## config.mk

```make
export PLATFORM = sky130hd
export DESIGN_NAME = timed_event_queue
export DESIGN_NICKNAME = d
export VERILOG_FILES = /design/src/rtl/teq_pkg.sv /design/src/rtl/timed_event_queue.sv
export SDC_FILE = /design/constraint.sdc
export NUM_CORES = 2
export LEC_CHECK = 0
export BUFFER_PORTS_ARGS = -buffer_cell sky130_fd_sc_hd__buf_4
export CAP_MARGIN = 30
export CORE_MARGIN = 4
export CORE_UTILIZATION = 40
export CTS_CLUSTER_SIZE = 30
export DETAILED_ROUTE_END_ITERATION = 8
export GPL_ROUTABILITY_DRIVEN = 1
export PLACE_DENSITY = 0.53
export SLEW_MARGIN = 20
export SYNTH_ARGS = -nofsm -noshare
export SYNTH_HDL_FRONTEND = slang
export SYNTH_SLANG_ARGS = --single-unit
```

## constraint.sdc

```tcl
create_clock -name clk -period 19.16 [get_ports clk]
set_input_delay 1.916 -clock clk [delete_from_list [all_inputs] [get_ports clk]]
set_output_delay 1.916 -clock clk [all_outputs]
set_load 0.005 [all_outputs]
```

## src/rtl/teq_pkg.sv

```systemverilog
package teq_pkg;

    typedef enum logic [2:0] {
        OP_TICK     = 3'd0,
        OP_ADD_ONE  = 3'd1,
        OP_ADD_PER  = 3'd2,
        OP_START    = 3'd3,
        OP_STOP     = 3'd4
    } opcode_t;

    typedef enum logic [2:0] {
        ST_ACCEPTED = 3'd0,
        ST_FULL     = 3'd1,
        ST_FIRED    = 3'd2,
        ST_NONE_DUE = 3'd3,
        ST_CTRL     = 3'd4
    } status_t;

    typedef enum logic [2:0] {
        S_IDLE,
        S_SCAN,
        S_SCAN_LAST,
        S_FIRE_RD,
        S_FIRE,
        S_DONE
    } state_t;

    localparam int unsigned TIME_W = 48;
    localparam int unsigned DLY_W  = 32;
    localparam int unsigned TAG_W  = 16;

    typedef logic [TIME_W-1:0] time_t;

    function automatic time_t sat_add(input time_t a, input logic [DLY_W-1:0] b);
        logic [TIME_W:0] s;
        begin
            s = {1'b0, a} + {{(TIME_W+1-DLY_W){1'b0}}, b};
            sat_add = s[TIME_W] ? {TIME_W{1'b1}} : s[TIME_W-1:0];
        end
    endfunction

endpackage

```

## src/rtl/timed_event_queue.sv

```systemverilog
// Timed event queue over one entry memory (deadline, period, tag, kind).
// Add, start, stop: one result from the done state; free-slot search runs on valid bits.
// Running tick: a memory scan of all slots, then a fire read and fire step per firing,
// then a closing scan and the done state, or the done state alone at the cap.
// Each firing result is held until the next fire or done state shows if it ends the tick.
// Results appear one cycle each on done; the receiver cannot stall. Reset clears valid bits.
module timed_event_queue #(
    parameter int TASK_SLOTS         = 16,
    parameter int MAX_FIRES_PER_TICK = 64
) (
    input  logic        clk,
    input  logic        rst_n,
    input  logic        start,
    output logic        busy,
    input  logic [2:0]  opcode,
    input  logic [47:0] now_time,
    input  logic [31:0] delay,
    input  logic [15:0] task_tag,
    output logic        done,
    output logic [2:0]  status,
    output logic [15:0] fired_tag,
    output logic        last
);

    localparam int IW = (TASK_SLOTS > 1) ? $clog2(TASK_SLOTS) : 1;
    localparam int FW = $clog2(MAX_FIRES_PER_TICK + 1);
    localparam int EW = teq_pkg::TIME_W + teq_pkg::DLY_W + teq_pkg::TAG_W + 1;

    teq_pkg::state_t state_reg, state_next;

    logic [TASK_SLOTS-1:0] valid_reg;
    logic                  running_reg;
    logic [2:0]            op_reg;
    teq_pkg::time_t        now_reg;
    logic [IW-1:0]         idx_reg;
    logic                  found_reg;
    logic [IW-1:0]         best_reg;
    teq_pkg::time_t        best_dl_reg;
    logic [FW-1:0]         fires_reg;
    logic [15:0]           fire_tag_reg;

    // entry memory
    logic [EW-1:0]  mem [TASK_SLOTS];
    logic [EW-1:0]  rd_data;
    logic           we;
    logic [IW-1:0]  waddr, raddr;
    logic [EW-1:0]  wdata;

    always_ff @(posedge clk)
    begin
        if (we)
        begin
            mem[waddr] <= wdata;
        end
        rd_data <= mem[raddr];
    end

    teq_pkg::time_t      rd_dl;
    logic [31:0]         rd_per;
    logic [15:0]         rd_tag;
    logic                rd_periodic;
    assign {rd_dl, rd_per, rd_tag, rd_periodic} = rd_data;

    // slot whose data sits on rd_data during scan
    logic [IW-1:0] rd_idx_reg;

    // lowest free slot
    logic          free_any;
    logic [IW-1:0] free_idx;
    always_comb
    begin
        free_any = 1'b0;
        free_idx = '0;
        for (int i = TASK_SLOTS - 1; i >= 0; i--)
        begin
            if (!valid_reg[i])
            begin
                free_any = 1'b1;
                free_idx = IW'(i);
            end
        end
    end

    logic [31:0] per_in;
    assign per_in = (opcode == teq_pkg::OP_ADD_PER && delay == '0) ? 32'd1 : delay;

    logic is_add;
    assign is_add = (opcode == teq_pkg::OP_ADD_ONE) || (opcode == teq_pkg::OP_ADD_PER);

    logic cand;
    assign cand = valid_reg[rd_idx_reg] && (rd_dl <= now_reg)
                  && (!found_reg || rd_dl < best_dl_reg);

    logic accept;
    assign accept = start && !busy;
    assign busy = (state_reg != teq_pkg::S_IDLE);

    logic scan_end;
    assign scan_end = (idx_reg == IW'(TASK_SLOTS - 1));

    always_comb
    begin
        state_next = state_reg;
        case (state_reg)
            teq_pkg::S_IDLE:
            begin
                if (accept)
                begin
                    if (opcode == teq_pkg::OP_TICK && running_reg)
                        state_next = teq_pkg::S_SCAN;
                    else
                        state_next = teq_pkg::S_DONE;
                end
            end
            teq_pkg::S_SCAN:      state_next = scan_end ? teq_pkg::S_SCAN_LAST : teq_pkg::S_SCAN;
            teq_pkg::S_SCAN_LAST: state_next = (found_reg || cand) ? teq_pkg::S_FIRE_RD
                                                                   : teq_pkg::S_DONE;
            teq_pkg::S_FIRE_RD:   state_next = teq_pkg::S_FIRE;
            teq_pkg::S_FIRE:      state_next = (fires_reg + FW'(1) == FW'(MAX_FIRES_PER_TICK))
                                               ? teq_pkg::S_DONE : teq_pkg::S_SCAN;
            teq_pkg::S_DONE:      state_next = teq_pkg::S_IDLE;
            default:              state_next = teq_pkg::S_IDLE;
        endcase
    end

    // memory port control
    always_comb
    begin
        we    = 1'b0;
        waddr = free_idx;
        wdata = {teq_pkg::sat_add(now_time, delay), per_in, task_tag,
                 opcode == teq_pkg::OP_ADD_PER};
        raddr = idx_reg;
        case (state_reg)
            teq_pkg::S_IDLE:
            begin
                we    = accept && is_add && free_any;
                raddr = '0;
            end
            teq_pkg::S_SCAN_LAST: raddr = best_reg;
            teq_pkg::S_FIRE_RD:   raddr = best_reg;
            teq_pkg::S_FIRE:
            begin
                we    = rd_periodic;
                waddr = best_reg;
                wdata = {teq_pkg::sat_add(rd_dl, rd_per), rd_per, rd_tag, rd_periodic};
                raddr = '0;
            end
            default: ;
        endcase
        if (state_reg == teq_pkg::S_SCAN_LAST && cand)
            raddr = rd_idx_reg;
    end

    // result outputs
    always_comb
    begin
        done      = 1'b0;
        status    = teq_pkg::ST_CTRL;
        fired_tag = '0;
        last      = 1'b1;
        case (state_reg)
            teq_pkg::S_FIRE:
            begin
                // release the previous firing; another one follows it
                done      = (fires_reg != '0);
                status    = teq_pkg::ST_FIRED;
                fired_tag = fire_tag_reg;
                last      = 1'b0;
            end
            teq_pkg::S_DONE:
            begin
                done = 1'b1;
                case (op_reg)
                    teq_pkg::OP_TICK:
                    begin
                        if (fires_reg != '0)
                        begin
                            status    = teq_pkg::ST_FIRED;
                            fired_tag = fire_tag_reg;
                        end
                        else
                            status = teq_pkg::ST_NONE_DUE;
                    end
                    teq_pkg::OP_ADD_ONE, teq_pkg::OP_ADD_PER:
                        status = found_reg ? teq_pkg::ST_ACCEPTED : teq_pkg::ST_FULL;
                    default: status = teq_pkg::ST_CTRL;
                endcase
            end
            default: ;
        endcase
    end

    always_ff @(posedge clk or negedge rst_n)
    begin
        if (!rst_n)
        begin
            state_reg    <= teq_pkg::S_IDLE;
            valid_reg    <= '0;
            running_reg  <= 1'b0;
            fires_reg    <= '0;
            found_reg    <= 1'b0;
            op_reg       <= '0;
            now_reg      <= '0;
            idx_reg      <= '0;
            best_reg     <= '0;
            best_dl_reg  <= '0;
            fire_tag_reg <= '0;
        end
        else
        begin
            state_reg <= state_next;
            case (state_reg)
                teq_pkg::S_IDLE:
                begin
                    if (accept)
                    begin
                        op_reg    <= opcode;
                        now_reg   <= now_time;
                        idx_reg   <= '0;
                        fires_reg <= '0;
                        found_reg <= is_add && free_any;
                        if (is_add && free_any)
                            valid_reg[free_idx] <= 1'b1;
                        if (opcode == teq_pkg::OP_START)
                            running_reg <= 1'b1;
                        if (opcode == teq_pkg::OP_STOP)
                        begin
                            if (running_reg)
                                valid_reg <= '0;
                            running_reg <= 1'b0;
                        end
                    end
                end
                teq_pkg::S_SCAN:
                begin
                    if (idx_reg != '0 && cand)
                    begin
                        found_reg   <= 1'b1;
                        best_reg    <= rd_idx_reg;
                        best_dl_reg <= rd_dl;
                    end
                    idx_reg <= scan_end ? idx_reg : idx_reg + IW'(1);
                end
                teq_pkg::S_SCAN_LAST:
                begin
                    if (cand)
                    begin
                        found_reg <= 1'b1;
                        best_reg  <= rd_idx_reg;
                    end
                end
                teq_pkg::S_FIRE:
                begin
                    fires_reg    <= fires_reg + FW'(1);
                    fire_tag_reg <= rd_tag;
                    found_reg    <= 1'b0;
                    idx_reg      <= '0;
                    if (!rd_periodic)
                        valid_reg[best_reg] <= 1'b0;
                end
                teq_pkg::S_DONE:
                begin
                    found_reg <= 1'b0;
                end
                default: ;
            endcase
        end
    end

    // address of the slot returned by the read issued last cycle
    always_ff @(posedge clk)
    begin
        rd_idx_reg <= raddr;
    end

endmodule

```

==> impl_metrics.yaml <==
status:
  status: "finished, final reports clean"
route:
  initialDrtViolationCount: 3979
  drc_errors: 0
  vias_per_cell: 5.61
  wl_per_cell_um: 27.6
  ant_nets: 0
  vias: 43700
  first_pass_iters: 6
  drt_wl_total_um: 215000
yosys:
  yosys.area_share.simple_pct: 5.17
  synth_cells: 4939
  synth_xor_area_share_pct: 1.05
  ys.flop_type: "edfxtp_1"
  ys_top_cells_by_area: "edfxtp_1 (62%), mux2i_1 (11%), dfrtp_1 (5.1%)"
  synth_common_cells: "edfxtp_1 (1552), mux2i_1 (786), o22ai_1 (393)"
  yosysWarnings: 0
  synth_top_area_share_pct: 62.5
  seq_area_frac_synth_pct: 70.3
  synth_top_family_by_area: "multiplexers"
  yosysTopAreaCell: "edfxtp_1"
  ys_seq_elements: 1804
  synth_compound_area_share_pct: 7.65
  synthMostInstantiatedCell: "edfxtp_1"
  avgSynthCellArea_um2: 15.1
  yosys-mux-area-fraction_pct: 10.9
  synth-adder-area-share_pct: 2.80
  ys_types: 75
  syn-cell-area_um2: 74600
  synth_nets: 5207
  ys_async_sr_fraction_pct: 8.37
  synth-edff-count: 1552
sta:
  finalCriticalPeriod_ps: 7950
  relSlewSlack_pct: 24.8
  tns_ps: 0
  layout_setup_ws_ps: 11210
  post-route-period-util_pct: 41.5
  worst-slew-pin-transition_ps: 1130
  setup_viol: 0
  finalMaxSlewViolations: 0
  final_hold_viol_count: 0
  grt_setup_unrepaired: "false"
  fmax_mhz: 126
  final.setup_skew_ps: 32.1
power:
  vdd_ir_drop_max_mv: 0.0895
  leakage_nw: 32.7
  cellPowerDensity_nw_per_um2: 146
cells_and_area:
  nets: 5420
  final.fill_count: 16300
  reg_top3: "mem: 1552 flops, rd_data: 97 flops"
  area_delta_synth_final_pct: 14.1
  final_core_utilization_pct: 45.9
  regMostFlops: "mem"
  drive_above_1_share_pct: 11.2
  largest_reg_flops: 1552
floorplan:
  rows: 158
  core_area_um2: 185000
  die_y_um: 440
  io_pins: 124
  dieArea_um2: 193000
  start_util_pct: 40.2
  die_x_um: 440
global_routing:
  grt_start_max_net_pins: 98
  grt_pass1_wl_um: 308000
  grt_pass1_vias: 42800
  track_usage_pct: 21.9
  grt_overflow: 0
  antenna_found_initial: 13
placement:
  post-place-ws_ps: 11110
  port_buffers: 123
  place_congestion: 0.874
  hpwl_um: 117000
cts:
  cts_tree: "built"
  path_clk_slew_ps: 60
  clk_latency_ps: 840
  hold_buffers: 0
  cts_sinks: 1804
  cts_made_buffers: 191
  cts_root_buf: "clkbuf_16"
  ctsResizeCount: 0
  clk_path_buf_depth: 3
  h-tree-depth: 4
  post_cts_buffers: 0
critical_path:
  cp_data_arrival_time_ps: 8640
  worstSetupEndpointType: "flop"
  crit_type: "reg -> reg"
  start_kind: "flop"
  cp_max_fo: 49
  crit_required_ps: 19850
flow_run:
  maxCapViolCount: 0
hold_path:
  hp-class: "reg -> reg"
cell usage in the layout, fill, tap and decap left out, types with 12 or more instances in the layout:
master	instances
dfxtp_1	101
clkbuf_16	191
nor2b_1	16
o21ai_0	174
nand3_1	37
edfxtp_1	1552
nor2_1	68
nor3_1	20
clkinv_2	25
clkbuf_1	69
o22ai_1	393
ha_1	164
xor2_1	51
buf_4	219
o211ai_1	14
mux2_2	12
and2_1	20
mux2i_1	785
bufinv_16	14
and3_1	20
clkbuf_8	14
nand2_1	387
clkbuf_4	13
dfrtp_1	151
clkinv_1	20
a21oi_1	135
a22oi_1	45
a21o_1	44
nand4_1	23
nor4_1	16
or4_1	97
inv_1	132
xnor2_1	38
nand2b_1	22
critical path, cell delays in order (launching register included):
cell and delay (ps):
dfrtp_1 320, inv_1 50, ha_1 300, a21o_1 190, a21o_1 190, a211oi_2 470, o211ai_1 340, a211oi_2 590
o2111ai_2 540, mux2i_4 680, buf_4 780, buf_4 820, buf_4 430, buf_16 320, buf_4 710, mux2i_1 280
o22ai_1 110, or4_1 520
report_power, final:
group | switching (mW) | leakage (nW) | internal, mW
clock network | 1.56 | 2.99 | 2.10
registers | 0.230 | 16.7 | 4.78
logic | 2.36 | 13.0 | 1.43
total | 4.15 | 32.7 | 8.31
final cells by class:
type / count / area (µm²) / area share, %
Sequential cell: 1804 / 52400 / 61.6
Multi-Input combinational cell: 2767 / 20800 / 24.4
Clock buffer: 273 / 5220 / 6.13
Tap cell: 2480 / 3100 / 3.65
Timing Repair Buffer: 254 / 2080 / 2.45
Clock inverter: 85 / 970 / 1.14
Inverter: 134 / 505 / 0.594
Antenna cell: 3 / 7.51 / 0.00882
routing by layer:
| metal | global-route usage [%] | part of all wire, % | vias to the layer above |
|---|---|---|---|
| met5 | 0 | 0.0060 | - |
| met4 | 6.07 | 2.4 | 2 |
| met1 | 30.9 | 45 | 22600 |
| met2 | 35.6 | 48 | 1209 |
| li1 | - | - | 19600 |
| met3 | 2.92 | 5.1 | 278 |
metrics by stage:
step | hold WS [ps] | cells | instance area (µm²) | total power [mW]
after floorplan | 417 | 4939 | 74600 | 7.63
after global placement | 438 | 7402 | 78500 | 8.83
after detailed placement | 430 | 7416 | 78700 | 8.84
after CTS | 447 | 7774 | 84900 | 12.5
after global routing | 475 | 7798 | 85100 | 13.1
final | 443 | 7800 | 85100 | 12.5
final timing paths:
kind	from	to	slack [ps]	cells past startpoint
worst min register to register	rd_data[1]$_DFF_P_	fire_tag_reg[0]$_DFFE_PN0P_	440	2
worst max register to register	best_dl_reg[17]$_DFFE_PN0P_	rd_data[7]$_DFF_P_	11210	17
max in group asynchronous	rst_n	now_reg[41]$_DFFE_PN0P_	16720	2
min in group asynchronous	rst_n	valid_reg[12]$_DFFE_PN0P_	1100	1
worst max-delay path	best_dl_reg[17]$_DFFE_PN0P_	rd_data[7]$_DFF_P_	11210	17
worst min-delay path	rd_data[1]$_DFF_P_	fire_tag_reg[0]$_DFFE_PN0P_	440	2
cells by family after synthesis:
kind of cell,count (synthesis)
AOI/OAI and AO/OA,920
buffers and inverters,368
xor gates and xnor gates,89
muxes,803
DFF,1804
and+or+nand+nor,789
adders and majority gates,166
(Power assumes the default switching activity.)
